`src/hw/rtl/radial_gradient_pixel_macros.svh`:
```
// Assertion macros shared by the radial gradient pixel RTL.
`ifndef RADIAL_GRADIENT_PIXEL_MACROS_SVH
`define RADIAL_GRADIENT_PIXEL_MACROS_SVH
`ifndef SYNTHESIS
// Same-cycle implication, reset masks the check.
`define RGP_ASSERT_IMP(lbl, clk, rstn, ante, cons) \
    lbl: assert property (@(posedge clk) disable iff (!rstn) (ante) |-> (cons)) \
        else $error("rgp assertion failed");
// Next-cycle implication, reset masks the check.
`define RGP_ASSERT_NXT(lbl, clk, rstn, ante, cons) \
    lbl: assert property (@(posedge clk) disable iff (!rstn) (ante) |=> (cons)) \
        else $error("rgp assertion failed");
`else
`define RGP_ASSERT_IMP(lbl, clk, rstn, ante, cons)
`define RGP_ASSERT_NXT(lbl, clk, rstn, ante, cons)
`endif
`endif

```
`src/hw/rtl/rgp_pkg.sv`:
```
// Shared constants and types for the radial gradient pixel pipeline.
`timescale 1ns / 1ps
`default_nettype none
package rgp_pkg;

    localparam int CRD_W         = 10;
    localparam int SIDE_W        = 11;
    localparam int TINT_W        = 8;
    localparam int PIX_W         = 8;
    localparam int IDX_W         = 3;
    localparam int MAX_SIDE      = 1024;
    localparam int CTR_W         = 10;
    localparam int SQ_W          = 2 * CRD_W;
    localparam int SUM_W         = SQ_W + 1;
    localparam int SCALE_W       = 16;
    localparam int FALLOFF_SCALE = 65025;
    localparam int GOAL_W        = SUM_W + SCALE_W;
    localparam int R2_W          = 2 * CTR_W;
    localparam int LEVELS        = PIX_W;
    localparam int MR_W          = R2_W + PIX_W;
    localparam int DIST_STAGES   = 4;
    localparam int PIPE_DEPTH    = DIST_STAGES + LEVELS + 1;
    localparam int RESET_W       = 32;
    localparam int RESET_H       = 32;
    localparam int RESET_RAD     = ((RESET_W < RESET_H) ? RESET_W : RESET_H) / 2;
    localparam int RESET_R2      = RESET_RAD * RESET_RAD;

    typedef enum logic [IDX_W-1:0] {
        REG_WIDTH  = 3'd0,
        REG_HEIGHT = 3'd1,
        REG_RED    = 3'd2,
        REG_GREEN  = 3'd3,
        REG_BLUE   = 3'd4
    } reg_idx_t;

    // Geometry and tint as seen by the datapath.
    typedef struct packed {
        logic [CTR_W-1:0]  cx;
        logic [CTR_W-1:0]  cy;
        logic [R2_W-1:0]   r2;
        logic              rad_zero;
        logic [TINT_W-1:0] tint_r;
        logic [TINT_W-1:0] tint_g;
        logic [TINT_W-1:0] tint_b;
    } geom_t;

    typedef struct packed {
        logic              valid;
        logic [GOAL_W-1:0] goal;
    } dist_t;

    // Partial root search: m holds the largest value found so far with
    // m*m*r2 below goal, prod = m*m*r2 and mr = m*r2.
    typedef struct packed {
        logic [GOAL_W-1:0] goal;
        logic              goal_zero;
        logic [GOAL_W-1:0] prod;
        logic [MR_W-1:0]   mr;
        logic [PIX_W-1:0]  m;
    } root_t;

endpackage
`default_nettype wire

```
`src/hw/rtl/rgp_cfg.sv`:
```
// Configuration registers and derived sprite geometry.
`timescale 1ns / 1ps
`default_nettype none
`include "radial_gradient_pixel_macros.svh"
module rgp_cfg (
    input  wire logic                        clk,
    input  wire logic                        rst_n,
    input  wire logic                        cfg_valid,
    output logic                             cfg_ready,
    input  wire logic [rgp_pkg::IDX_W-1:0]   cfg_index,
    input  wire logic [rgp_pkg::SIDE_W-1:0]  cfg_data,
    output rgp_pkg::geom_t                   geom
);

    logic [rgp_pkg::SIDE_W-1:0] width_reg, width_next;
    logic [rgp_pkg::SIDE_W-1:0] height_reg, height_next;
    logic [rgp_pkg::TINT_W-1:0] red_reg, red_next;
    logic [rgp_pkg::TINT_W-1:0] green_reg, green_next;
    logic [rgp_pkg::TINT_W-1:0] blue_reg, blue_next;
    logic [rgp_pkg::R2_W-1:0]   r2_reg, r2_next;
    logic [rgp_pkg::SIDE_W-1:0] wl, hl, side_min;
    logic [rgp_pkg::CTR_W-1:0]  rad;

    assign cfg_ready = 1'b1;

    always_comb
    begin
        width_next  = width_reg;
        height_next = height_reg;
        red_next    = red_reg;
        green_next  = green_reg;
        blue_next   = blue_reg;
        if (cfg_valid && cfg_ready)
        begin
            unique case (rgp_pkg::reg_idx_t'(cfg_index))
                rgp_pkg::REG_WIDTH:  width_next  = cfg_data;
                rgp_pkg::REG_HEIGHT: height_next = cfg_data;
                rgp_pkg::REG_RED:    red_next    = cfg_data[rgp_pkg::TINT_W-1:0];
                rgp_pkg::REG_GREEN:  green_next  = cfg_data[rgp_pkg::TINT_W-1:0];
                rgp_pkg::REG_BLUE:   blue_next   = cfg_data[rgp_pkg::TINT_W-1:0];
                default: ;
            endcase
        end
    end

    // Clamp sides, then take centers and radius.
    always_comb
    begin
        wl = (width_reg > rgp_pkg::SIDE_W'(rgp_pkg::MAX_SIDE)) ?
             rgp_pkg::SIDE_W'(rgp_pkg::MAX_SIDE) : width_reg;
        hl = (height_reg > rgp_pkg::SIDE_W'(rgp_pkg::MAX_SIDE)) ?
             rgp_pkg::SIDE_W'(rgp_pkg::MAX_SIDE) : height_reg;
        side_min = (wl < hl) ? wl : hl;
        rad      = rgp_pkg::CTR_W'(side_min >> 1);
        r2_next  = rgp_pkg::R2_W'(rad * rad);
        geom.cx       = rgp_pkg::CTR_W'(wl >> 1);
        geom.cy       = rgp_pkg::CTR_W'(hl >> 1);
        geom.r2       = r2_reg;
        geom.rad_zero = (rad == '0);
        geom.tint_r   = red_reg;
        geom.tint_g   = green_reg;
        geom.tint_b   = blue_reg;
    end

    always_ff @(posedge clk or negedge rst_n)
    begin
        if (!rst_n)
        begin
            width_reg  <= rgp_pkg::SIDE_W'(rgp_pkg::RESET_W);
            height_reg <= rgp_pkg::SIDE_W'(rgp_pkg::RESET_H);
            red_reg    <= '0;
            green_reg  <= '0;
            blue_reg   <= '0;
            r2_reg     <= rgp_pkg::R2_W'(rgp_pkg::RESET_R2);
        end
        else
        begin
            width_reg  <= width_next;
            height_reg <= height_next;
            red_reg    <= red_next;
            green_reg  <= green_next;
            blue_reg   <= blue_next;
            r2_reg     <= r2_next;
        end
    end

    `RGP_ASSERT_NXT(a_red_write, clk, rst_n, cfg_valid && cfg_ready && cfg_index == rgp_pkg::REG_RED, red_reg == $past(cfg_data[rgp_pkg::TINT_W-1:0]))

endmodule
`default_nettype wire

```
`src/hw/rtl/rgp_dist.sv`:
```
// Distance stages: offsets, squares, sum and scaled goal.
`timescale 1ns / 1ps
`default_nettype none
module rgp_dist (
    input  wire logic                       clk,
    input  wire logic                       rst_n,
    input  wire logic                       in_valid,
    input  wire logic [rgp_pkg::CRD_W-1:0]  col,
    input  wire logic [rgp_pkg::CRD_W-1:0]  row,
    input  rgp_pkg::geom_t                  geom,
    output rgp_pkg::dist_t                  dist_pkt
);

    logic                          s0_vld_reg, s1_vld_reg, s2_vld_reg, s3_vld_reg;
    logic [rgp_pkg::CRD_W-1:0]     dx_reg, dx_next, dy_reg, dy_next;
    logic [rgp_pkg::SQ_W-1:0]      sqx_reg, sqy_reg;
    logic [rgp_pkg::SUM_W-1:0]     sum_reg;
    logic [rgp_pkg::GOAL_W-1:0]    goal_reg;

    always_comb
    begin
        dx_next = (col >= geom.cx) ? (col - geom.cx) : (geom.cx - col);
        dy_next = (row >= geom.cy) ? (row - geom.cy) : (geom.cy - row);
    end

    always_ff @(posedge clk or negedge rst_n)
    begin
        if (!rst_n)
        begin
            s0_vld_reg <= 1'b0;
            s1_vld_reg <= 1'b0;
            s2_vld_reg <= 1'b0;
            s3_vld_reg <= 1'b0;
        end
        else
        begin
            s0_vld_reg <= in_valid;
            s1_vld_reg <= s0_vld_reg;
            s2_vld_reg <= s1_vld_reg;
            s3_vld_reg <= s2_vld_reg;
        end
    end

    always_ff @(posedge clk)
    begin
        dx_reg   <= dx_next;
        dy_reg   <= dy_next;
        sqx_reg  <= rgp_pkg::SQ_W'(dx_reg * dx_reg);
        sqy_reg  <= rgp_pkg::SQ_W'(dy_reg * dy_reg);
        sum_reg  <= rgp_pkg::SUM_W'(sqx_reg) + rgp_pkg::SUM_W'(sqy_reg);
        goal_reg <= rgp_pkg::GOAL_W'(sum_reg) * rgp_pkg::GOAL_W'(rgp_pkg::FALLOFF_SCALE);
    end

    assign dist_pkt.valid = s3_vld_reg;
    assign dist_pkt.goal  = goal_reg;

endmodule
`default_nettype wire

```
`src/hw/rtl/rgp_search.sv`:
```
// Bit-serial root search, one result bit per pipeline stage.
`timescale 1ns / 1ps
`default_nettype none
`include "radial_gradient_pixel_macros.svh"
module rgp_search (
    input  wire logic                      clk,
    input  wire logic                      rst_n,
    input  rgp_pkg::dist_t                 dist_pkt,
    input  wire logic [rgp_pkg::R2_W-1:0]  r2,
    output logic                           out_valid,
    output rgp_pkg::root_t                 root
);

    localparam int LV = rgp_pkg::LEVELS;

    logic           vld_reg [LV];
    rgp_pkg::root_t lvl_reg [LV];
    logic           stg_vld [LV+1];
    rgp_pkg::root_t stg     [LV+1];

    always_comb
    begin
        stg_vld[0]        = dist_pkt.valid;
        stg[0].goal       = dist_pkt.goal;
        stg[0].goal_zero  = (dist_pkt.goal == '0);
        stg[0].prod       = '0;
        stg[0].mr         = '0;
        stg[0].m          = '0;
    end

    for (genvar i = 0; i < LV; i++)
    begin : g_lvl
        localparam int K = LV - 1 - i;
        logic [rgp_pkg::GOAL_W-1:0] cand;
        rgp_pkg::root_t             nxt;

        // Try setting bit K: (m+b)^2*r2 = m^2*r2 + 2*b*m*r2 + b^2*r2.
        always_comb
        begin
            cand = stg[i].prod + (rgp_pkg::GOAL_W'(stg[i].mr) << (K + 1))
                 + (rgp_pkg::GOAL_W'(r2) << (2 * K));
            nxt = stg[i];
            if (cand < stg[i].goal)
            begin
                nxt.prod = cand;
                nxt.mr   = stg[i].mr + (rgp_pkg::MR_W'(r2) << K);
                nxt.m    = stg[i].m | (rgp_pkg::PIX_W'(1) << K);
            end
        end

        always_ff @(posedge clk or negedge rst_n)
        begin
            if (!rst_n)
            begin
                vld_reg[i] <= 1'b0;
            end
            else
            begin
                vld_reg[i] <= stg_vld[i];
            end
        end

        always_ff @(posedge clk)
        begin
            lvl_reg[i] <= nxt;
        end

        assign stg_vld[i+1] = vld_reg[i];
        assign stg[i+1]     = lvl_reg[i];
    end

    assign out_valid = stg_vld[LV];
    assign root      = stg[LV];

    `RGP_ASSERT_IMP(a_zero_goal_root, clk, rst_n, out_valid && root.goal_zero, root.m == '0)

endmodule
`default_nettype wire

```
`src/hw/rtl/radial_gradient_pixel.sv`:
```
// Top level of the radial gradient sprite pixel generator.
//
//  channel   direction  handshake              payload
//  request   in         start high, busy low   col, row
//  result    out        done strobe, 1 cycle   alpha, red, green, blue
//  config    in         cfg_valid & cfg_ready  cfg_index, cfg_data
//
// One pixel request enters every clock; each result passes through the
// PIPE_DEPTH stages: four distance stages, eight root-search stages
// (one bit of the falloff per stage) and one shading stage.
// busy is never raised; the pipeline does not stall and the receiver cannot
// hold results off, so every request is delivered exactly once.
// Reset clears the valid bits and restores the 32x32 sprite with zero tint.
// Write configuration only while no request is in flight.
`timescale 1ns / 1ps
`default_nettype none
`include "radial_gradient_pixel_macros.svh"
module radial_gradient_pixel (
    input  wire logic                        clk,
    input  wire logic                        rst_n,
    input  wire logic                        start,
    output logic                             busy,
    input  wire logic [rgp_pkg::CRD_W-1:0]   col,
    input  wire logic [rgp_pkg::CRD_W-1:0]   row,
    output logic                             done,
    output logic [rgp_pkg::PIX_W-1:0]        alpha,
    output logic [rgp_pkg::PIX_W-1:0]        red,
    output logic [rgp_pkg::PIX_W-1:0]        green,
    output logic [rgp_pkg::PIX_W-1:0]        blue,
    input  wire logic                        cfg_valid,
    output logic                             cfg_ready,
    input  wire logic [rgp_pkg::IDX_W-1:0]   cfg_index,
    input  wire logic [rgp_pkg::SIDE_W-1:0]  cfg_data
);

    rgp_pkg::geom_t              geom;
    rgp_pkg::dist_t              dist_pkt;
    rgp_pkg::root_t              root;
    logic                        root_valid;
    logic [rgp_pkg::PIX_W-1:0]   inten;
    logic                        done_reg;
    logic [rgp_pkg::PIX_W-1:0]   alpha_reg, red_reg, green_reg, blue_reg;
    logic [2*rgp_pkg::PIX_W-1:0] prod_r, prod_g, prod_b;

    // Fully pipelined: never hold off a request.
    assign busy = 1'b0;

    rgp_cfg u_cfg (
        .clk       (clk),
        .rst_n     (rst_n),
        .cfg_valid (cfg_valid),
        .cfg_ready (cfg_ready),
        .cfg_index (cfg_index),
        .cfg_data  (cfg_data),
        .geom      (geom)
    );

    rgp_dist u_dist (
        .clk      (clk),
        .rst_n    (rst_n),
        .in_valid (start && !busy),
        .col      (col),
        .row      (row),
        .geom     (geom),
        .dist_pkt (dist_pkt)
    );

    rgp_search u_search (
        .clk       (clk),
        .rst_n     (rst_n),
        .dist_pkt  (dist_pkt),
        .r2        (geom.r2),
        .out_valid (root_valid),
        .root      (root)
    );

    // The search yields the largest m' with m'^2*r2 below the goal, so the
    // smallest m meeting the goal is m'+1 and the intensity is 254-m'.
    // A zero goal means the center pixel: full intensity. Zero radius
    // forces everything to black.
    always_comb
    begin
        if (geom.rad_zero)
        begin
            inten = '0;
        end
        else if (root.goal_zero)
        begin
            inten = '1;
        end
        else if (root.m >= (rgp_pkg::PIX_W'('1) - rgp_pkg::PIX_W'(1)))
        begin
            inten = '0;
        end
        else
        begin
            inten = rgp_pkg::PIX_W'('1) - rgp_pkg::PIX_W'(1) - root.m;
        end
        prod_r = inten * geom.tint_r;
        prod_g = inten * geom.tint_g;
        prod_b = inten * geom.tint_b;
    end

    always_ff @(posedge clk or negedge rst_n)
    begin
        if (!rst_n)
        begin
            done_reg <= 1'b0;
        end
        else
        begin
            done_reg <= root_valid;
        end
    end

    // Shade: scale each tint by the intensity, keep the high byte.
    always_ff @(posedge clk)
    begin
        alpha_reg <= inten;
        red_reg   <= prod_r[2*rgp_pkg::PIX_W-1:rgp_pkg::PIX_W];
        green_reg <= prod_g[2*rgp_pkg::PIX_W-1:rgp_pkg::PIX_W];
        blue_reg  <= prod_b[2*rgp_pkg::PIX_W-1:rgp_pkg::PIX_W];
    end

    assign done  = done_reg;
    assign alpha = alpha_reg;
    assign red   = red_reg;
    assign green = green_reg;
    assign blue  = blue_reg;

    `RGP_ASSERT_IMP(a_latency, clk, rst_n, start && !busy, ##(rgp_pkg::PIPE_DEPTH) done)
    `RGP_ASSERT_IMP(a_dark_pixel, clk, rst_n, done && alpha == '0, red == '0 && green == '0 && blue == '0)
    `RGP_ASSERT_IMP(a_zero_radius, clk, rst_n, done && geom.rad_zero, alpha == '0)

endmodule
`default_nettype wire

```
`config.mk`:
```
export PLATFORM = sky130hd
export DESIGN_NAME = radial_gradient_pixel
export DESIGN_NICKNAME = d
export VERILOG_FILES = /design/src/hw/rtl/rgp_pkg.sv /design/src/hw/rtl/rgp_cfg.sv /design/src/hw/rtl/rgp_dist.sv /design/src/hw/rtl/rgp_search.sv /design/src/hw/rtl/radial_gradient_pixel.sv
export VERILOG_INCLUDE_DIRS = /design/src /design/src/hw/rtl
export SDC_FILE = /design/constraint.sdc
export NUM_CORES = 2
export LEC_CHECK = 0
export BUFFER_PORTS_ARGS = -buffer_cell sky130_fd_sc_hd__buf_2
export CAP_MARGIN = 15
export CELL_PAD_IN_SITES_DETAIL_PLACEMENT = 1
export CELL_PAD_IN_SITES_GLOBAL_PLACEMENT = 2
export CORE_ASPECT_RATIO = 1.4
export CORE_UTILIZATION = 30
export DETAILED_ROUTE_END_ITERATION = 7
export PLACE_DENSITY = 0.66
export SYNTH_ARGS = -nofsm -noshare
export SYNTH_HDL_FRONTEND = slang
export SYNTH_HIERARCHICAL = 1
export SYNTH_SLANG_ARGS = --single-unit
```
`constraint.sdc`:
```
create_clock -name clk -period 8 [get_ports clk]
set_clock_uncertainty 0.2 [all_clocks]
set_input_delay 2.4 -clock clk [delete_from_list [all_inputs] [get_ports clk]]
set_output_delay 2.4 -clock clk [all_outputs]
set_load 0.02 [all_outputs]
```
==> flow_metrics.env <==
export IMPL_setup_total_negative_slack_ns=0
export IMPL_layout_area_seq_sq_mm=0.0178
export IMPL_effective_utilization_at_floorplan_pct=30.2
export IMPL_finalMaxSlewViolations=0
export IMPL_timing_hold_worst_start="u_search/lvl_reg[1][116]"
export IMPL_die_area_sq_mm=0.222
export IMPL_overflow_left_after_global_routing=0
export IMPL_finish_utilization_pct=33.9
export IMPL_chipWidth_um=399
export IMPL_vias_in_the_first_global_route=55300
export IMPL_regToRegStartpoint="u_cfg/height_reg[10]"
export IMPL_max_slew_margin_rel_pct=30.7
export IMPL_timing_critical_path_arrival_ns=7.98
export IMPL_clock_latency_ns=0.74
export IMPL_wl_per_cell_um=18.6
export IMPL_min_delay_path_depth=0
export IMPL_crit_top_cell="sky130_fd_sc_hd__fa_1"
export IMPL_fill_cell_instance_count_of_the_final_layout=25000
export IMPL_grt_antenna_before_repair=6
export IMPL_status="complete, no violations"
export IMPL_setup_viol=0
export IMPL_ys_warn_count=6
export IMPL_grt_first_pass_wirelength_um=298000
export IMPL_port_buffer_count=70
export IMPL_tritoncts_num_buffers=99
export IMPL_drt_drc_violations_left=0
export IMPL_worstHoldEndpoint="u_search/lvl_reg[1][227]"
export IMPL_timing_reg2reg_worst_path_depth=28
export IMPL_cts_num_sinks=869
export IMPL_grt_setup_unrepaired="false"
export IMPL_postRouteAntennaNets=0
export IMPL_finish_net_count=8581
export IMPL_stdcell_count=10000
export IMPL_final_critical_path_setup_slack_ns=0.484
export IMPL_drt_first_iter_violations=1182
export IMPL_fin_crit_sh_pct=93.9
export IMPL_worstSetupStartpointType="flop"
export IMPL_cts_hold_buffers_added=0
export IMPL_grtUsageTotal_pct=17.0
export IMPL_max_cap_violations=0
export IMPL_largest_net_degree_at_the_start_of_global_routing=57
export IMPL_critPathMaxStageDelay_ns=0.55
export IMPL_hold_class="flop to flop"
export IMPL_final_wirelength_um=187000
export IMPL_route_detailed_vias_per_inst=4.84
export IMPL_tightest_slew_ns=1.04
export IMPL_placedCellCount=9848
export IMPL_worstSetupEndpointType="flop"
export IMPL_placementRows=203
export IMPL_worst_endpoint_required_ns=8.47
export IMPL_cts_root_buffer_cell="sky130_fd_sc_hd__clkbuf_16"
export IMPL_r2r_end="blue[7]"
export IMPL_die_height_um=557
export IMPL_tritoncts="yes"
export IMPL_place_ws_ns=-0.0330
export IMPL_minimum_clock_period_ns=7.52
export IMPL_number_of_placed_i_o_pins=73
export IMPL_synth_cell_area_sq_mm=0.0661
export IMPL_largest_register_ff_count=643
export IMPL_drive_gt1_share_pct=9.38
export IMPL_syn_area_per_cell_sq_um=9.59
export IMPL_core_area_sq_mm=0.219
export IMPL_multi_input_comb_area_sq_mm=0.0447
export IMPL_final_hold_violation_count=0
export IMPL_area_growth_synth_to_final_pct=12.3
export IMPL_worst_path_max_fanout=22
export IMPL_critical_path_class="flop to flop"
export IMPL_routabilityCongestion=0.850
export IMPL_netlist_instances=6894
export IMPL_worst_path_clk_slew_ns=0.06
export IMPL_vias=48500
export IMPL_dpl_wire_length_um=158000
export IMPL_cts_max_level=3
export IMPL_crit_path_top_delay_cell="sky130_fd_sc_hd__nor2_2"
export IMPL_cts_root_to_sink_buffers=3
export IMPL_max_clock_freq_ghz=0.133
export IMPL_detail_route_first_pass_iterations=5
export IMPL_regToRegSetupSlack_ns=0.48
==> metal layers <==
metal  vias up  GRT usage (%)  share of wire, %
li1      23800              -                 -
met1     24100           17.6                38
met2       426           34.4                56
met3       244           1.52               1.9
met4         0           6.79               3.9
met5         -              0                 0
==> critical path: cells and delay by family, from the launching register on <==
kind	cells	cell delay [ns]
AO/OA/AOI/OAI	9	1.84
XOR/XNOR	1	0.13
flip-flops	1	0.44
adder cells (fa/ha/maj)	6	2.50
buffers and inverters	6	0.82
AND/OR/NAND/NOR	6	1.51
==> cells in the final DEF, fill, tap and decap left out, types with 81 or more instances in the layout <==
master	count
sky130_fd_sc_hd__and2_1	240
sky130_fd_sc_hd__a21oi_1	414
sky130_fd_sc_hd__nand2_1	404
sky130_fd_sc_hd__dfxtp_1	791
sky130_fd_sc_hd__fa_1	449
sky130_fd_sc_hd__xor2_1	150
sky130_fd_sc_hd__nand3_1	91
sky130_fd_sc_hd__clkbuf_16	102
sky130_fd_sc_hd__inv_1	848
sky130_fd_sc_hd__nor2b_1	81
sky130_fd_sc_hd__ha_1	1014
sky130_fd_sc_hd__nor2_1	359
sky130_fd_sc_hd__a21o_1	182
sky130_fd_sc_hd__mux2_2	181
sky130_fd_sc_hd__nor3_1	99
sky130_fd_sc_hd__xnor2_1	305
sky130_fd_sc_hd__o21ai_0	257
sky130_fd_sc_hd__buf_4	114
==> repair_timing <==
| action | CTS | global route |
|---|---|---|
| setup buffers | 0 | 1 |
| endpoints found under the setup margin | 2 | 21 |
| resized for setup | 5 | 9 |
==> layout make-up <==
cell class,instances,area share (%)
sequential,869,24.0
timing repair buffer,192,1.84
multi-input combinational,5065,60.2
inverter,853,4.32
tap,2870,4.84
clock buffer,126,3.74
clock inverter,56,1.05
antenna,1,0.00337
==> stage by stage <==
stage	cell area, sq um	hold slack, ns
after floorplan	66100	0.110
after global placement	70600	0.116
after detailed placement	70600	0.113
after CTS	74100	0.122
after global routing	74200	0.133
final	74200	0.121
==> worst max path at each step <==
stage,startpoint,to,slack [ns],cells past startpoint
5_1_grt,u_cfg/height_reg[10],blue[7],0.01,28
6_report,u_cfg/height_reg[10],blue[7],0.48,28
4_1_cts,u_cfg/height_reg[10],blue[7],0.04,28
2_1_floorplan,u_cfg/width_reg[10],blue[7],0.73,29
3_3_place_gp,u_cfg/height_reg[10],red[4],0.13,27
3_5_place_dp,u_cfg/height_reg[10],blue[7],-0.03,28
Power is left out: the tool's default activity adds up to more than one toggle a clock period on the data nets, which glitch-free logic cannot reach.
